File: config.mk
export PLATFORM = sky130hd
export DESIGN_NAME = zigzag_varint_codec_core
export DESIGN_NICKNAME = d
export VERILOG_FILES = /design/src/zvc_pkg.sv /design/src/zvc_encoder.sv /design/src/zvc_decoder.sv /design/src/zigzag_varint_codec_core.sv
export VERILOG_INCLUDE_DIRS = /design/src /design/src/src
export SDC_FILE = /design/constraint.sdc
export NUM_CORES = 1
export LEC_CHECK = 0
export BUFFER_PORTS_ARGS = -buffer_cell sky130_fd_sc_hd__buf_2
export CORE_MARGIN = 5
export CORE_UTILIZATION = 45
export CTS_CLUSTER_DIAMETER = 50
export DETAILED_ROUTE_END_ITERATION = 7
export PLACE_DENSITY = 0.68
export SLEW_MARGIN = 15
export SYNTH_ARGS = -nofsm -noshare
export SYNTH_HDL_FRONTEND = slang
export SYNTH_SLANG_ARGS = --single-unit
File: constraint.sdc
create_clock -name clk -period 3.2 [get_ports clk]
set_input_delay 0.16 -clock clk [delete_from_list [all_inputs] [get_ports clk]]
set_output_delay 0.16 -clock clk [all_outputs]
set_load 0.01 [all_outputs]
File: src/assert_macros.svh
// ---------------------------------------------------------------------------
// Assertion macros
// Concurrent assertion wrappers shared by the codec RTL; empty for synthesis.
// ---------------------------------------------------------------------------
`ifndef ASSERT_MACROS_SVH
`define ASSERT_MACROS_SVH

`ifndef SYNTH
`define ASSERT_IMPLIES(label, clk, rst, prop) \
  label: assert property (@(posedge clk) disable iff (rst) prop) \
    else $error("%m: assertion failed");
`define ASSERT_NEVER(label, clk, rst, expr) \
  label: assert property (@(posedge clk) disable iff (rst) !(expr)) \
    else $error("%m: forbidden condition seen");
`else
`define ASSERT_IMPLIES(label, clk, rst, prop)
`define ASSERT_NEVER(label, clk, rst, expr)
`endif

`endif

File: src/zvc_pkg.sv
// ---------------------------------------------------------------------------
// Zigzag varint codec package
// Shared constants, the direction code and the inter-module structs.
// ---------------------------------------------------------------------------
`timescale 1ns / 1ps
`default_nettype none

package zvc_pkg;

  localparam int FIELD_BITS     = 32;
  localparam int BYTE_BITS      = 8;
  localparam int GROUP_BITS     = 7;
  localparam int SHIFT_BITS     = 6;
  localparam int VALUE_MIN_BITS = 8;
  localparam int VALUE_MAX_BITS = FIELD_BITS;

  localparam logic [SHIFT_BITS-1:0] SHIFT_MAX  = 6'd63;
  localparam logic [GROUP_BITS-1:0] GROUP_MASK = 7'h7F;

  typedef enum logic {
    DIR_ENCODE = 1'b0,
    DIR_DECODE = 1'b1
  } direction_t;

  typedef struct packed {
    logic                 valid;
    logic [BYTE_BITS-1:0] data;
    logic                 last;
  } enc_emit_t;

  typedef struct packed {
    logic                         done;
    logic signed [FIELD_BITS-1:0] value;
    logic                         overflow;
  } dec_result_t;

endpackage

`default_nettype wire

File: src/zvc_encoder.sv
// ---------------------------------------------------------------------------
// Zigzag varint encoder
// Zigzag-maps a value into a shift register and emits one 7-bit group per
// cycle while advance is high, least significant first.
// ---------------------------------------------------------------------------
`timescale 1ns / 1ps
`default_nettype none
`include "assert_macros.svh"

module zvc_encoder
  import zvc_pkg::*;
#(
  parameter int VALUE_WIDTH = 32
) (
  input  logic                         clk,
  input  logic                         rst,
  input  logic                         load,
  input  logic signed [FIELD_BITS-1:0] value,
  input  logic                         advance,
  output enc_emit_t                    emit
);

  logic [VALUE_WIDTH-1:0] sreg;
  logic                   active;
  logic [VALUE_WIDTH-1:0] x;
  logic [VALUE_WIDTH-1:0] zig;
  logic                   more;

  assign x    = value[VALUE_WIDTH-1:0];
  assign zig  = {x[VALUE_WIDTH-2:0], 1'b0} ^ {VALUE_WIDTH{x[VALUE_WIDTH-1]}};
  assign more = |sreg[VALUE_WIDTH-1:GROUP_BITS];

  assign emit.valid = active;
  assign emit.data  = {more, sreg[GROUP_BITS-1:0] & GROUP_MASK};
  assign emit.last  = !more;

  always_ff @(posedge clk) begin
    if (rst) begin
      active <= 1'b0;
    end else if (load) begin
      active <= 1'b1;
    end else if (active && advance && !more) begin
      active <= 1'b0;
    end
  end

  always_ff @(posedge clk) begin
    if (load) begin
      sreg <= zig;
    end else if (active && advance) begin
      sreg <= sreg >> GROUP_BITS;
    end
  end

  `ASSERT_IMPLIES(a_load_when_free, clk, rst, load |-> (!active || (advance && !more)))
  `ASSERT_IMPLIES(a_shift_drains, clk, rst, (active && advance && more && !load) |=> active)
  `ASSERT_IMPLIES(a_load_starts, clk, rst, load |=> (active && $past(zig) == sreg))

endmodule

`default_nettype wire

File: src/zvc_decoder.sv
// ---------------------------------------------------------------------------
// Zigzag varint decoder
// Merges one 7-bit group per byte into the accumulator and un-zigzags the
// value on the closing byte.
// ---------------------------------------------------------------------------
`timescale 1ns / 1ps
`default_nettype none
`include "assert_macros.svh"

module zvc_decoder
  import zvc_pkg::*;
#(
  parameter int VALUE_WIDTH = 32
) (
  input  logic                 clk,
  input  logic                 rst,
  input  logic                 clear,
  input  logic                 step,
  input  logic [BYTE_BITS-1:0] byte_in,
  output dec_result_t          result
);

  localparam int PART_WIDTH = VALUE_WIDTH + GROUP_BITS;

  logic [VALUE_WIDTH-1:0] accumulator;
  logic [SHIFT_BITS-1:0]  group_shift;
  logic                   lost_bits;

  logic [VALUE_WIDTH-1:0] accumulator_next;
  logic [SHIFT_BITS-1:0]  group_shift_next;
  logic                   lost_bits_next;

  logic [GROUP_BITS-1:0]  group;
  logic                   in_range;
  logic [PART_WIDTH-1:0]  part;
  logic [SHIFT_BITS:0]    shift_sum;
  logic [VALUE_WIDTH-1:0] unzig;
  logic signed [VALUE_WIDTH-1:0] unzig_s;

  assign group     = byte_in[GROUP_BITS-1:0];
  assign in_range  = group_shift < SHIFT_BITS'(VALUE_WIDTH);
  assign part      = PART_WIDTH'(group) << group_shift;
  assign shift_sum = {1'b0, group_shift} + (SHIFT_BITS + 1)'(GROUP_BITS);

  always_comb begin
    if (in_range) begin
      accumulator_next = accumulator | part[VALUE_WIDTH-1:0];
      lost_bits_next   = lost_bits | (|part[PART_WIDTH-1:VALUE_WIDTH]);
    end else begin
      accumulator_next = accumulator;
      lost_bits_next   = lost_bits | (|group);
    end
    group_shift_next = shift_sum[SHIFT_BITS] ? SHIFT_MAX : shift_sum[SHIFT_BITS-1:0];
  end

  assign unzig   = (accumulator_next >> 1) ^ {VALUE_WIDTH{accumulator_next[0]}};
  assign unzig_s = signed'(unzig);

  assign result.done     = step && !byte_in[BYTE_BITS-1];
  assign result.value    = FIELD_BITS'(unzig_s);
  assign result.overflow = lost_bits_next;

  always_ff @(posedge clk) begin
    if (rst || clear || result.done) begin
      accumulator <= '0;
      group_shift <= '0;
      lost_bits   <= 1'b0;
    end else if (step) begin
      accumulator <= accumulator_next;
      group_shift <= group_shift_next;
      lost_bits   <= lost_bits_next;
    end
  end

  `ASSERT_IMPLIES(a_done_clears, clk, rst, result.done |=> (group_shift == '0 && !lost_bits))
  `ASSERT_IMPLIES(a_shift_advances, clk, rst,
    (step && byte_in[BYTE_BITS-1] && !clear) |=> group_shift != '0)
  `ASSERT_IMPLIES(a_lost_sticks, clk, rst,
    (lost_bits && !step && !clear) |=> lost_bits)

endmodule

`default_nettype wire

File: src/zigzag_varint_codec_core.sv
// ---------------------------------------------------------------------------
// Zigzag varint codec core
// Encodes signed values into varint bytes or decodes bytes into values,
// selected by the direction register.
// ---------------------------------------------------------------------------
// Channel  Payload                               Handshake
// input    value_in (encode), byte_in (decode)   in_valid / in_ready
// output   byte_out, value_out, overflow, last   out_valid / out_ready
// config   cfg_wdata (direction)                 cfg_we
//
// Encode: a value yields one byte per cycle unless the output stalls, one per
// 7-bit group of the shift register; the next value is taken with the last byte.
// Decode: one byte per cycle; a value appears in the cycle after its final byte.
// Reset clears the direction to encode and empties the decode state.
// A stalled output holds its register; decode then takes no bytes, and encode
// takes at most one further value, which waits in the shift register.
// ---------------------------------------------------------------------------
`timescale 1ns / 1ps
`default_nettype none
`include "assert_macros.svh"

module zigzag_varint_codec_core
  import zvc_pkg::*;
#(
  parameter int VALUE_BITS = 32
) (
  input  logic                         clk,
  input  logic                         rst,
  input  logic                         cfg_we,
  input  logic                         cfg_wdata,
  input  logic                         in_valid,
  output logic                         in_ready,
  input  logic signed [FIELD_BITS-1:0] value_in,
  input  logic [BYTE_BITS-1:0]         byte_in,
  output logic                         out_valid,
  input  logic                         out_ready,
  output logic [BYTE_BITS-1:0]         byte_out,
  output logic signed [FIELD_BITS-1:0] value_out,
  output logic                         overflow,
  output logic                         last
);

  localparam int VALUE_WIDTH = (VALUE_BITS < VALUE_MIN_BITS) ? VALUE_MIN_BITS :
                               (VALUE_BITS > VALUE_MAX_BITS) ? VALUE_MAX_BITS : VALUE_BITS;

  direction_t  direction;
  enc_emit_t   emit;
  dec_result_t result;
  logic        out_free;
  logic        in_take;
  logic        enc_load;
  logic        enc_take;
  logic        dec_step;

  assign out_free = !out_valid || out_ready;
  assign enc_take = (direction == DIR_ENCODE) && emit.valid && out_free;

  always_comb begin
    unique case (direction)
      DIR_ENCODE: in_ready = !emit.valid || (enc_take && emit.last);
      DIR_DECODE: in_ready = out_free;
      default:    in_ready = 1'b0;
    endcase
  end

  assign in_take  = in_valid && in_ready;
  assign enc_load = in_take && (direction == DIR_ENCODE);
  assign dec_step = in_take && (direction == DIR_DECODE);

  always_ff @(posedge clk) begin
    if (rst) begin
      direction <= DIR_ENCODE;
    end else if (cfg_we) begin
      direction <= direction_t'(cfg_wdata);
    end
  end

  zvc_encoder #(
    .VALUE_WIDTH(VALUE_WIDTH)
  ) u_encoder (
    .clk     (clk),
    .rst     (rst),
    .load    (enc_load),
    .value   (value_in),
    .advance (enc_take),
    .emit    (emit)
  );

  zvc_decoder #(
    .VALUE_WIDTH(VALUE_WIDTH)
  ) u_decoder (
    .clk     (clk),
    .rst     (rst),
    .clear   (cfg_we),
    .step    (dec_step),
    .byte_in (byte_in),
    .result  (result)
  );

  always_ff @(posedge clk) begin
    if (rst) begin
      out_valid <= 1'b0;
    end else if (enc_take || result.done) begin
      out_valid <= 1'b1;
    end else if (out_ready) begin
      out_valid <= 1'b0;
    end
  end

  always_ff @(posedge clk) begin
    if (enc_take) begin
      byte_out  <= emit.data;
      value_out <= '0;
      overflow  <= 1'b0;
      last      <= emit.last;
    end else if (result.done) begin
      byte_out  <= '0;
      value_out <= result.value;
      overflow  <= result.overflow;
      last      <= 1'b1;
    end
  end

  `ASSERT_IMPLIES(a_last_marks_end, clk, rst, out_valid |-> (last != byte_out[BYTE_BITS-1]))
  `ASSERT_IMPLIES(a_decode_result, clk, rst,
    (dec_step && !byte_in[BYTE_BITS-1]) |=> (out_valid && last && byte_out == '0))
  `ASSERT_NEVER(a_no_overwrite, clk, rst, (enc_take || result.done) && out_valid && !out_ready)

endmodule

`default_nettype wire

==> key figures <==
Yosys
  • #FFs+latches synth: 116
  • Synth top area share: 0.263
  • EDFF count, synth: 41
  • Sequential share of the synthesized area: 0.479
  • Netlist cell types: 53
  • Cell Area, Synth: 0.00571 sq mm
  • Dominant cell type by area after synthesis: dfxtp_1
  • Asr flop ratio synth: 0
  • Post-Synthesis Cells: 644
  • Post-synth top flop: dfxtp_1
  • Syn Nets: 691
  • Avg Cell Area, Syn: 8.86 sq um
  • YS warnings: 0
  • Synth top area cells: dfxtp_1 26%, edfxtp_1 22%, a21oi_1 8.2%

Drt
  • WL final: 15.2 mm
  • Drt via density: 5.47
  • Met1 wire length: 6.53 mm
  • Via Count: 4974
  • DR iter-0 viols: 442
  • Top sig layer: met4
  • Drt wl/cell: 16.7 um
  • DR WL met2: 7.18 mm
  • DRT Pass-1 Iters: 6
  • WL met3: 1.09 mm
  • Detailed-route DRC error count: 0
  • ANT nets after route: 0

Worst hold path
  • Hold path startpoint: value_in[25]
  • Worst min-delay path class: input pin to register

Final layout
  • Commonest cells after routing, fill and taps aside: 112 x nor2_1, 92 x a21oi_1, 89 x buf_2
  • Fillcell total: 1188
  • Most common cell after layout, fill and taps aside: nor2_1
  • Nets: 771
  • Layout cell share with drive strength beyond 1: 0.204
  • Final Cell Area: 0.00685 sq mm
  • Diodes inserted: 0
  • Final Util: 0.547
  • Syn-to-layout area delta: 20.0%

Die
  • Die width: 123 um
  • I/O pin total: 90
  • Starting Density: 0.456
  • Vert. Die Dim: 123 um
  • Core footprint: 0.0125 sq mm
  • Die ar.: 0.0150 sq mm
  • FP Rows: 41

Global route
  • Total track usage: 0.208
  • Largest net degree at the start of global routing: 40
  • Initial antenna violation count: 0
  • Grt ovf: 0
  • First-pass GRT wire length: 24.4 mm
  • Number of global-route vias before repair: 4807

Worst setup path
  • Critical Path End Type: register
  • Worst Setup SP: out_valid
  • Worst Path Arrival: 3.03 ns
  • Critical path peak fanout: 18
  • Kind of critical path: register to register
  • CP required: 3.54 ns
  • Startpoint types: register
  • RR Startpoint: out_valid

Clock tree
  • CTS tree: yes
  • TritonCTS Sinks: 116
  • CTS HTree Levels: 4
  • Clock buffer count from CTS: 17
  • Clk Latency, worst-skew pair: 0.42 ns
  • Clock transition at path regs: 0.05 ns
  • Root buf cell: clkbuf_16
  • Post-CTS sizing: 0
  • Clock Path Buffers: 2

STA
  • Skew final: 0.00665 ns
  • Post-route minimum period: 2.69 ns
  • Final period utilization: 0.841
  • Max Freq: 0.372 GHz
  • Slew Viols, Final: 0
  • Setup Total Neg Slack: 0 ns
  • Worst-margin pin slew: 1.07 ns
  • RSZ-0062 raised after global routing: false
  • Final Setup Violations: 0
  • Hold slack: 0.0585 ns
  • Rel. slew slack: 0.284
  • Final Hold Viols: 0

Place
  • HPWL after DPL: 10.7 mm
  • Port bufs: 89
  • Final Wtd Congestion: 0.943
  • Dpl cell area: 0.00627 sq mm

Power and ir drop
  • LEAKAGE: 2.65 nW
  • Peak supply drop: 0.343 mV
  • Power per standard cell area: 579 mW/mm^2

Flow run
  • Max-cap violation count: 0

Status
  • Status: complete, no violations
-- cell type report --
| type | count | area [sq um] | area share |
|---|---|---|---|
| Clock inverter | 13 | 106 | 0.0155 |
| Clock buffer | 19 | 453 | 0.0661 |
| Sequential cell | 116 | 2730 | 0.399 |
| Tap cell | 172 | 215 | 0.0314 |
| Timing Repair Buffer | 103 | 556 | 0.0811 |
| Inverter | 7 | 26.3 | 0.00384 |
| Multi-Input combinational cell | 479 | 2760 | 0.403 |
-- timing repair --
item,in CTS,in global routing
setup buffers,0,0
hold endpoints to repair,3,0
hold buffers,2,0
-- cells by family (layout without fill, tap and decap cells) --
group / Yosys count / after routing / share of synthesized area
compound gates: 188 / 188 / 0.186
xor+xnor: 42 / 42 / 0.0644
fa+ha+maj: 1 / 1 / 0.00219
buf+inv: 49 / 142 / 0.0408
flops: 116 / 116 / 0.479
mux: 27 / 27 / 0.0515
simple gates: 221 / 221 / 0.176
-- worst paths after layout --
kind	endpoint	slack, ns	cells after the start
max	value_out[9]	0.51	6
min reg2reg	value_out[31]	0.45	2
max reg2reg	value_out[9]	0.51	6
min	u_encoder.sreg[26]	0.06	3
-- synthesized netlist by cell type, types with 2 or more instances --
cell and instances:
dfxtp_1 75, nand4_1 2, a21oi_1 93, edfxtp_1 41, inv_2 2, mux2i_1 22, nand3_1 14, and2_1 10
xnor2_1 42, a31oi_1 16, nor3_1 14, o21ai_0 49, mux2_2 2, a21oi_2 2, and3_1 6, a31o_2 2
nor2_1 113, nand3b_1 3, nand2_1 28, a221oi_1 5, buf_2 15, buf_6 2, and3b_1 2, a22o_1 2
nor4_1 8, nor2b_1 5, clkbuf_1 21, inv_1 5, buf_4 4, a211oi_1 4, nand2b_1 12, o31a_1 2
-- registers in the layout, indices dropped and copies added, names as in the netlist --
signal	cells
u_encoder.active	1
u_encoder.sreg	32
u_decoder.group_shift	6
byte_out	8
direction	1
u_decoder.accumulator	32
overflow	1
u_decoder.lost_bits	1
last	1
out_valid	1
value_out	32
-- per-layer routing --
| metal | vias up | GRT usage |
|---|---|---|
| li1 | 2446 | - |
| met1 | 2321 | 0.265 |
| met3 | 36 | 0.0719 |
| met2 | 171 | 0.331 |
| met4 | 0 | 0.0707 |
| met5 | - | 0 |
-- per-stage QoR --
stage	cells	power, mW	worst slack, ns
after floorplan	644	2.04	0.792
after global placement	875	2.20	0.733
after detailed placement	875	2.21	0.576
after CTS	909	4.00	0.563
after global routing	909	4.13	0.331
final	909	3.96	0.509
-- worst max-delay path, stage by stage, from the launching register on --
cell and delay [ns]:
dfxtp_1 0.31, nand2b_1 0.17, nand3_1 0.36, nor2_2 0.64
nand2b_1 0.56, a211o_1 0.42, a31oi_1 0.16
-- report_power, final --
group	internal, mW	switching [mW]
Sequential	1.66	0.0596
Clock	1.10	0.678
Combinational	0.186	0.275
Total	2.95	1.01
(Power assumes the default switching activity.)
